--- config.mk ---
export PLATFORM = sky130hd
export DESIGN_NAME = shell_sort_engine
export DESIGN_NICKNAME = d
export VERILOG_FILES = /design/src/rtl/ssort_pkg.sv /design/src/rtl/ssort_seq.sv /design/src/rtl/ssort_dp.sv /design/src/rtl/shell_sort_engine.sv
export VERILOG_INCLUDE_DIRS = /design/src /design/src/rtl
export SDC_FILE = /design/constraint.sdc
export NUM_CORES = 2
export LEC_CHECK = 0
export CAP_MARGIN = 10
export CORE_MARGIN = 10
export CORE_UTILIZATION = 35
export CTS_BUF_LIST = sky130_fd_sc_hd__clkbuf_8
export DETAILED_ROUTE_END_ITERATION = 7
export DONT_BUFFER_PORTS = 1
export GPL_TIMING_DRIVEN = 0
export SETUP_SLACK_MARGIN = 0.4
export SYNTH_ARGS = -nofsm -noshare
export SYNTH_HDL_FRONTEND = slang
export SYNTH_HIERARCHICAL = 1
export SYNTH_SLANG_ARGS = --single-unit
export TNS_END_PERCENT = 5
--- constraint.sdc ---
create_clock -name clk -period 6.6 [get_ports clk]
set_clock_uncertainty 0.15 [all_clocks]
set_input_delay 0.33 -clock clk [delete_from_list [all_inputs] [get_ports clk]]
set_output_delay 0.33 -clock clk [all_outputs]
set_load 0.005 [all_outputs]
--- src/rtl/assert_macros.svh ---
// ----------------------------------------------------------------------------
// assert_macros.svh
// Assertion shorthands shared by the shell sort engine modules.
// ----------------------------------------------------------------------------
`ifndef ASSERT_MACROS_SVH
`define ASSERT_MACROS_SVH

// Condition holds at every clock edge out of reset.
`define SSORT_ASSERT_ALWAYS(label, clk, rst_n, cond) \
    label: assert property (@(posedge clk) disable iff (!rst_n) (cond)) \
        else $error("ssort assertion failed");

// Antecedent implies consequent in the same cycle.
`define SSORT_ASSERT_IMPLY(label, clk, rst_n, pre, post) \
    label: assert property (@(posedge clk) disable iff (!rst_n) (pre) |-> (post)) \
        else $error("ssort assertion failed");

// Antecedent implies consequent in the next cycle.
`define SSORT_ASSERT_NEXT(label, clk, rst_n, pre, post) \
    label: assert property (@(posedge clk) disable iff (!rst_n) (pre) |=> (post)) \
        else $error("ssort assertion failed");

`endif

--- src/rtl/ssort_pkg.sv ---
// ----------------------------------------------------------------------------
// ssort_pkg
// Sizes, microcode encodings and the control program of the shell sort engine.
// ----------------------------------------------------------------------------
package ssort_pkg;

    localparam int MAX_ITEMS = 64;
    localparam int DATA_W    = 32;
    localparam int ADDR_W    = $clog2(MAX_ITEMS);
    localparam int CNT_W     = $clog2(MAX_ITEMS + 1);

    // Program steps
    typedef enum logic [3:0] {
        ST_LOAD,
        ST_GAP_INIT,
        ST_I_INIT,
        ST_FETCH_I,
        ST_HOLD,
        ST_READ_JG,
        ST_CMP,
        ST_PLACE,
        ST_HALVE,
        ST_EMIT_INIT,
        ST_EMIT_READ,
        ST_EMIT_PUSH,
        ST_CLEAR
    } step_t;

    // Datapath operations
    typedef enum logic [3:0] {
        OP_NOP,
        OP_LOAD,
        OP_GAP_INIT,
        OP_I_INIT,
        OP_FETCH_I,
        OP_HOLD,
        OP_READ_JG,
        OP_SHIFT,
        OP_PLACE,
        OP_HALVE,
        OP_EMIT_INIT,
        OP_READ_K,
        OP_PUSH,
        OP_CLEAR
    } dp_op_t;

    // Jump conditions
    typedef enum logic [3:0] {
        C_NEVER,
        C_ALWAYS,
        C_NO_LAST,
        C_GAP_ZERO,
        C_I_GE_N,
        C_J_LT_GAP,
        C_GT,
        C_OUT_BUSY,
        C_MORE
    } cond_t;

    typedef struct packed {
        dp_op_t op;
        cond_t  cond;
        step_t  target;
    } uword_t;

    // Flags the sequencer tests
    typedef struct packed {
        logic last_beat;
        logic gap_zero;
        logic i_ge_n;
        logic j_lt_gap;
        logic gt;
        logic out_busy;
        logic more;
    } flags_t;

    // Datapath status towards the sequencer
    typedef struct packed {
        logic gap_zero;
        logic i_ge_n;
        logic j_lt_gap;
        logic gt;
        logic more;
    } dp_status_t;

    // One result beat from the datapath
    typedef struct packed {
        logic              push;
        logic [DATA_W-1:0] value;
        logic              last;
    } emit_t;

    // Control store: one word per step
    function automatic uword_t ucode_rom(step_t addr);
        uword_t w;
        unique case (addr)
            ST_LOAD:      w = '{OP_LOAD,      C_NO_LAST,  ST_LOAD};
            ST_GAP_INIT:  w = '{OP_GAP_INIT,  C_NEVER,    ST_LOAD};
            ST_I_INIT:    w = '{OP_I_INIT,    C_GAP_ZERO, ST_EMIT_INIT};
            ST_FETCH_I:   w = '{OP_FETCH_I,   C_I_GE_N,   ST_HALVE};
            ST_HOLD:      w = '{OP_HOLD,      C_NEVER,    ST_LOAD};
            ST_READ_JG:   w = '{OP_READ_JG,   C_J_LT_GAP, ST_PLACE};
            ST_CMP:       w = '{OP_SHIFT,     C_GT,       ST_READ_JG};
            ST_PLACE:     w = '{OP_PLACE,     C_ALWAYS,   ST_FETCH_I};
            ST_HALVE:     w = '{OP_HALVE,     C_ALWAYS,   ST_I_INIT};
            ST_EMIT_INIT: w = '{OP_EMIT_INIT, C_NEVER,    ST_LOAD};
            ST_EMIT_READ: w = '{OP_READ_K,    C_OUT_BUSY, ST_EMIT_READ};
            ST_EMIT_PUSH: w = '{OP_PUSH,      C_MORE,     ST_EMIT_READ};
            ST_CLEAR:     w = '{OP_CLEAR,     C_ALWAYS,   ST_LOAD};
            default:      w = '{OP_NOP,       C_ALWAYS,   ST_LOAD};
        endcase
        return w;
    endfunction

endpackage

--- src/rtl/ssort_seq.sv ---
// ----------------------------------------------------------------------------
// ssort_seq
// Step counter and control store: fetches one word per cycle, evaluates its
// jump condition and issues the datapath operation.
// ----------------------------------------------------------------------------
`include "assert_macros.svh"

module ssort_seq
    import ssort_pkg::*;
(
    input  logic   clk,
    input  logic   rst_n,
    input  flags_t flags,
    output dp_op_t op
);

    step_t  step_reg;
    step_t  step_next;
    uword_t word;
    logic   take;

    assign word = ucode_rom(step_reg);

    always_comb
    begin
        unique case (word.cond)
            C_NEVER:    take = 1'b0;
            C_ALWAYS:   take = 1'b1;
            C_NO_LAST:  take = !flags.last_beat;
            C_GAP_ZERO: take = flags.gap_zero;
            C_I_GE_N:   take = flags.i_ge_n;
            C_J_LT_GAP: take = flags.j_lt_gap;
            C_GT:       take = flags.gt;
            C_OUT_BUSY: take = flags.out_busy;
            C_MORE:     take = flags.more;
            default:    take = 1'b1;
        endcase
    end

    always_comb
    begin
        if (take)
        begin
            step_next = word.target;
        end
        else
        begin
            step_next = step_t'(step_reg + 4'd1);
        end
    end

    always_comb
    begin
        op = word.op;
    end

    always_ff @(posedge clk or negedge rst_n)
    begin
        if (!rst_n)
        begin
            step_reg <= ST_LOAD;
        end
        else
        begin
            step_reg <= step_next;
        end
    end

    `SSORT_ASSERT_NEXT(a_clear_returns_to_load, clk, rst_n, step_reg == ST_CLEAR, step_reg == ST_LOAD)
    `SSORT_ASSERT_IMPLY(a_busy_holds_emit, clk, rst_n, (step_reg == ST_EMIT_READ) && flags.out_busy, step_next == ST_EMIT_READ)

endmodule

--- src/rtl/ssort_dp.sv ---
// ----------------------------------------------------------------------------
// ssort_dp
// Element store, index registers and compare logic, driven one operation per
// cycle by the sequencer.
// ----------------------------------------------------------------------------
`include "assert_macros.svh"

module ssort_dp
    import ssort_pkg::*;
(
    input  logic              clk,
    input  logic              rst_n,
    input  dp_op_t            op,
    input  logic              in_valid,
    input  logic [DATA_W-1:0] element,
    output dp_status_t        status,
    output emit_t             emit
);

    logic [DATA_W-1:0] mem [MAX_ITEMS];

    logic [CNT_W-1:0]  n_reg,   n_next;
    logic [CNT_W-1:0]  i_reg,   i_next;
    logic [ADDR_W-1:0] j_reg,   j_next;
    logic [ADDR_W-1:0] gap_reg, gap_next;
    logic [DATA_W-1:0] held_reg, held_next;
    logic [DATA_W-1:0] rdata_reg;

    logic              wr_en;
    logic [ADDR_W-1:0] waddr;
    logic [DATA_W-1:0] wdata;
    logic [ADDR_W-1:0] raddr;
    logic [ADDR_W-1:0] j_back;
    logic [CNT_W-1:0]  i_inc;
    logic              gt;

    assign j_back = j_reg - gap_reg;
    assign i_inc  = i_reg + CNT_W'(1);
    assign gt     = $signed(rdata_reg) > $signed(held_reg);

    always_comb
    begin
        n_next    = n_reg;
        i_next    = i_reg;
        j_next    = j_reg;
        gap_next  = gap_reg;
        held_next = held_reg;
        wr_en     = 1'b0;
        waddr     = j_reg;
        wdata     = rdata_reg;
        raddr     = i_reg[ADDR_W-1:0];
        unique case (op)
            OP_LOAD:
            begin
                // drop the beat when the store is full
                if (in_valid && (n_reg < CNT_W'(MAX_ITEMS)))
                begin
                    wr_en  = 1'b1;
                    waddr  = n_reg[ADDR_W-1:0];
                    wdata  = element;
                    n_next = n_reg + CNT_W'(1);
                end
            end
            OP_GAP_INIT:  gap_next = ADDR_W'(n_reg >> 1);
            OP_I_INIT:    i_next   = CNT_W'(gap_reg);
            OP_FETCH_I:   j_next   = i_reg[ADDR_W-1:0];
            OP_HOLD:      held_next = rdata_reg;
            OP_READ_JG:   raddr    = j_back;
            OP_SHIFT:
            begin
                if (gt)
                begin
                    wr_en  = 1'b1;
                    wdata  = rdata_reg;
                    j_next = j_back;
                end
            end
            OP_PLACE:
            begin
                wr_en  = 1'b1;
                wdata  = held_reg;
                i_next = i_inc;
            end
            OP_HALVE:     gap_next = gap_reg >> 1;
            OP_EMIT_INIT: i_next   = '0;
            OP_READ_K:    raddr    = i_reg[ADDR_W-1:0];
            OP_PUSH:      i_next   = i_inc;
            OP_CLEAR:     n_next   = '0;
            OP_NOP:       n_next   = n_reg;
            default:      n_next   = n_reg;
        endcase
    end

    always_comb
    begin
        status.gap_zero = (gap_reg == '0);
        status.i_ge_n   = (i_reg >= n_reg);
        status.j_lt_gap = (j_reg < gap_reg);
        status.gt       = gt;
        status.more     = (i_inc < n_reg);
        emit.push       = (op == OP_PUSH);
        emit.value      = rdata_reg;
        emit.last       = (i_inc == n_reg);
    end

    always_ff @(posedge clk)
    begin
        if (wr_en)
        begin
            mem[waddr] <= wdata;
        end
        rdata_reg <= mem[raddr];
        held_reg  <= held_next;
    end

    always_ff @(posedge clk or negedge rst_n)
    begin
        if (!rst_n)
        begin
            n_reg   <= '0;
            i_reg   <= '0;
            j_reg   <= '0;
            gap_reg <= '0;
        end
        else
        begin
            n_reg   <= n_next;
            i_reg   <= i_next;
            j_reg   <= j_next;
            gap_reg <= gap_next;
        end
    end

    `SSORT_ASSERT_ALWAYS(a_count_bound, clk, rst_n, n_reg <= CNT_W'(MAX_ITEMS))
    `SSORT_ASSERT_IMPLY(a_j_within_i, clk, rst_n, op == OP_READ_JG, {1'b0, j_reg} <= i_reg)
    `SSORT_ASSERT_NEXT(a_shift_steps_back, clk, rst_n, (op == OP_SHIFT) && gt, j_reg == $past(j_back))

endmodule

--- src/rtl/shell_sort_engine.sv ---
// ----------------------------------------------------------------------------
// shell_sort_engine
// Collects up to MAX_ITEMS signed 32-bit elements, sorts them ascending by
// Shell sort (gaps n/2 down to 1) and streams the sorted set back out.
//
// Input channel (in_valid / in_stall, element, is_last): one element per
// beat while loading; the beat with is_last closes the set. Beats beyond
// MAX_ITEMS are dropped, though a dropped is_last still closes the set.
// in_stall rises after the closing beat and stays high through sorting,
// emission and the clear step that follows the last output push.
// Output channel (out_valid / out_stall, sorted_value, end_of_set): one beat
// per element in ascending order, end_of_set on the final one. Results come
// from an output register; out_stall holds it and the sequencer waits.
// Sorting uses one read and one write port on the store. Each gap pass
// starts i at the gap; each insertion fetches and holds element i, then
// shifts the elements one gap back up while they exceed the held value
// and the chain front is not reached, then places the held value there.
// Emission reads and pushes each element, then the set is cleared.
// Reset empties the set and returns the sequencer to loading.
// ----------------------------------------------------------------------------
`include "assert_macros.svh"

module shell_sort_engine
    import ssort_pkg::*;
(
    input  logic              clk,
    input  logic              rst_n,
    input  logic              in_valid,
    output logic              in_stall,
    input  logic [DATA_W-1:0] element,
    input  logic              is_last,
    output logic              out_valid,
    input  logic              out_stall,
    output logic [DATA_W-1:0] sorted_value,
    output logic              end_of_set
);

    dp_op_t            op;
    dp_status_t        status;
    emit_t             emit;
    flags_t            flags;

    logic              out_valid_reg, out_valid_next;
    logic [DATA_W-1:0] sorted_value_reg;
    logic              end_of_set_reg;

    assign in_stall = (op != OP_LOAD);

    always_comb
    begin
        flags.last_beat = in_valid && is_last && !in_stall;
        flags.gap_zero  = status.gap_zero;
        flags.i_ge_n    = status.i_ge_n;
        flags.j_lt_gap  = status.j_lt_gap;
        flags.gt        = status.gt;
        flags.out_busy  = out_valid_reg && out_stall;
        flags.more      = status.more;
    end

    ssort_seq u_seq
    (
        .clk   (clk),
        .rst_n (rst_n),
        .flags (flags),
        .op    (op)
    );

    ssort_dp u_dp
    (
        .clk      (clk),
        .rst_n    (rst_n),
        .op       (op),
        .in_valid (in_valid),
        .element  (element),
        .status   (status),
        .emit     (emit)
    );

    // Output register: load on push, clear once the beat is taken
    always_comb
    begin
        if (emit.push)
        begin
            out_valid_next = 1'b1;
        end
        else if (!out_stall)
        begin
            out_valid_next = 1'b0;
        end
        else
        begin
            out_valid_next = out_valid_reg;
        end
    end

    always_ff @(posedge clk or negedge rst_n)
    begin
        if (!rst_n)
        begin
            out_valid_reg <= 1'b0;
        end
        else
        begin
            out_valid_reg <= out_valid_next;
        end
    end

    always_ff @(posedge clk)
    begin
        if (emit.push)
        begin
            sorted_value_reg <= emit.value;
            end_of_set_reg   <= emit.last;
        end
    end

    assign out_valid    = out_valid_reg;
    assign sorted_value = sorted_value_reg;
    assign end_of_set   = end_of_set_reg;

    `SSORT_ASSERT_IMPLY(a_push_into_free_slot, clk, rst_n, emit.push, !(out_valid_reg && out_stall))

endmodule
==> metrics.md <==
| Metric | Value |
|---|---|
| Post-Synthesis Cell Area | slightly below 0.09 mm2 |
| Hold Crit Class | in2reg |
| Unique masters post-synth | 69 |
| DR pass1 iterations | 8 |
| Largest net degree at the start of global routing | 65 |
| Final Max Slew Viols | 0 |
| Share of cells above drive strength 1 | between 20% and 30% |
| Top delay family on crit path | buffers and inverters |
| Num ports | a little over 70 |
| Synth area leader | edfxtp_1 |
| Root Buffer | clkbuf_8 |
| Core area | ~0.25 mm2 |
| Placed cell area | roughly 0.095 mm2 |
| Syn nets | between 5000 and 6000 |
| Max FO, Critical Path | 10 |
| Inserted Clock Buffers | ~370 |
| Max reg flops | between 2000 and 2500 |
| Final nets | around 5800 |
| Top achievable clock speed | 161 MHz |
| Biggest register | u_dp/mem |
| Dpl cells | 8649 |
| Final RePlAce weighted congestion | 0.907 |
| Vias | about 52000 |
| DP Worst Slack | -706 ps |
| Total Power | between 20 and 30 mW |
| Height of the die | about 520 um |
| Post-DRT Antenna Nets | 0 |
| Crit path time final | 6200 ps |
| Tot GR Track Use | a little under a fifth |
| Ys async rst share | 1.42% |
| Design area | between 0.1 and 0.15 mm2 |
| Initial Utilization | 35.2% |
| Final std cells w/o fill | roughly 9300 |
| Initial antenna violation count | 18 |
| Worst Tran Pin Value | 1460 ps |
| Via density per instance | 5.56 |
| Lkg Pwr | approximately 28 nW |
| Layout area overhead | 17.2% |
| Top post-synthesis cells by area | edfxtp_1, mux4_2, nand2_1, nand3_1, mux2i_1 |
| First-pass GRT wire length | about 370000 um |
| EDFF count, synth | between 2000 and 2500 |
| PwrDens | about 250 mW/mm2 |
| Final Util | a little over 40% |
| Critical-path top delay cell | buf_1 |
| Final hold vios | 0 |
| Met3 wire length | approximately 25000 um |
| Commonest non-fill, non-tap cells in the layout | edfxtp_1, nand2_1, mux4_2, clkbuf_8, nand3_1 |
| Mapped Cells | 5074 |
| Synth Area per Inst | 17.3 um2 |
| Crit start category | register |
| Sequential share of the synthesized area | between 70% and 80% |
| Status | completed |
| Peak supply drop | roughly 230 uV |
| DR WL met2 | between 100000 and 150000 um |
| Worst path bufs/invs | 7 |
| Post-DP HPWL | ~180000 um |
| CTS H-tree depth | 5 |
| RSZ-0062 raised after global routing | true |
| Slew headroom | under 10% |
| Grt total ovfl | 0 |
| Top cell type's share of synthesized area | 72.4% |
| CTS Buffer Depth | 4 |
| Cell breakdown of the critical path | buf_4 -> inv_2 -> ha_1 -> and2_1 -> and4bb_2 -> buf_4 -> mux2i_1 -> buf_2 -> clkbuf_4 -> clkbuf_1 -> buf_1 -> nand2_1 -> nand3_1 -> nand3_1 -> a31oi_1 -> a32oi_2 -> o41ai_1 |
| Top layer in use | met5 |
| Detailed Route Iter0 Violations | 7125 |
| FP Rows | ~180 |
| DRC violations left | 0 |
| TNS Setup | 0 ps |
| Max-Cap Viols | 0 |
| TritonCTS clock tree | built |
| Data arrival time of the critical path | roughly 7000 ps |
| Crit Path Class | reg2reg |
| CP Capture Type | register |
| Die Footprint | around 0.27 mm2 |
| Min setup slack post-route | approximately 400 ps |
| Most common cell after layout, fill and taps aside | edfxtp_1 |
| Critical Path RT | approximately 7400 ps |
| # setup viols final | 0 |
| CTS Sinks | ~2200 |
| Post-synth top flop | edfxtp_1 |
| Vias in the first global route | 51020 |
| Synthesized flop and latch total | 2176 |
| Final hold slack | ~88 ps |
| Ys Warns | 6 |
| Routed Wire Length | about 260000 um |
| Met1 WL | 103000 um |
| Final worst-path cycle share | 93.9% |
| Average wire per standard cell | around 28 um |
| Clk slew on worst S/H paths | about 60 ps |
| Number of port buffers | 0 |
| CP max stage delay | between 500 and 600 ps |
| Chip Width | 520 um |
| Worst-skew pair later-pin latency | between 1000 and 1500 ps |
logic make-up after synthesis:
| family | synth area share (%) |
|---|---|
| flip-flops | 74.1 |
| AO/OA/AOI/OAI | 4.51 |
| AND/OR/NAND/NOR | 6.86 |
| adder cells (fa/ha/maj) | 0.894 |
| buffers and inverters | 1.93 |
| multiplexers | 11.6 |
| XOR/XNOR | 0.120 |
where the power goes:
part | internal, mW | switching (mW) | total (mW) | leakage, nW
registers | 14.9 | 0 | 14.9 | 12.5
clock network | 5.67 | 5.34 | 11.0 | 3.78
logic | 0.0141 | 0.0123 | 0.0264 | 11.6
total | 20.6 | 5.35 | 25.9 | 27.8
final timing paths:
path | startpoint | endpoint | slack (ps) | depth (start not counted)
setup / recovery | u_seq/step_reg[0]$_DFFE_PN0P_ | u_dp/rdata_reg[8]$_DFF_P_ | 400 | 17
hold / removal | element[2] | u_dp/mem[49][2]$_DFFE_PP_ | 90 | 2
setup reg to reg | u_seq/step_reg[0]$_DFFE_PN0P_ | u_dp/rdata_reg[8]$_DFF_P_ | 400 | 17
hold reg to reg | u_dp/rdata_reg[13]$_DFF_P_ | u_dp/held_reg[13]$_DFFE_PN_ | 370 | 0
max in group asynchronous | rst_n | u_dp/i_reg[4]$_DFFE_PN0P_ | 5840 | 4
min in group asynchronous | rst_n | u_dp/i_reg[1]$_DFFE_PN0P_ | 250 | 4
Yosys cell counts, types with 4 or more instances:
library cell and n:
nand2_1 641, ha_1 61, inv_1 58, nand3_1 286, nor3b_1 28, mux2i_1 139, and3_1 48, a21o_1 18
nor4_1 6, nor2_1 68, a31oi_1 42, dfxtp_1 32, buf_6 9, a32oi_1 27, or2_2 30, mux2_2 9
o22ai_1 56, clkbuf_1 167, dfrtp_1 31, a211o_1 4, xnor2_1 8, buf_2 73, buf_4 35, or4_1 29
o21ai_0 80, and2_1 30, nand2b_1 12, o41ai_1 25, nand4_1 14, mux4_2 386, edfxtp_1 2113, buf_1 28
nor3_1 80, xor2_1 4, a21oi_1 185, a211oi_1 80, nor2b_1 10, a22oi_1 68, nor2_2 4
worst reg2reg max path, stage by stage (launching register included):
cell,delay [ps]
dfrtp_1,530
buf_4,250
inv_2,100
ha_1,370
and2_1,290
and4bb_2,290
buf_4,200
mux2i_1,490
buf_2,410
clkbuf_4,400
clkbuf_1,530
buf_1,570
nand2_1,110
nand3_1,100
nand3_1,120
a31oi_1,540
a32oi_2,340
o41ai_1,310
metal layers:
layer,global-route usage [%],up-vias
met5,0,-
met4,8.70,6
met3,4.20,516
met2,29.7,2927
met1,25.0,26808
li1,-,21613
timing repair:
item | CTS | global route
endpoints found under the hold margin | 1433 | 0
setup endpoints to repair | 27 | 111
hold buffers | 32 | 0
pin swaps | 0 | 1
buffers inserted | 0 | 0
gates resized for setup | 41 | 25
area by class of cell:
type	instances	area [um2]
clock inverter	257	1310
antenna	9	22.5
timing repair buffer	278	3500
multi-input combinational	2526	21800
fill	22196	146000
sequential	2176	64900
buffer	312	1510
inverter	60	225
clock buffer	380	5230
tap	3330	4170
(Power assumes the default switching activity.)
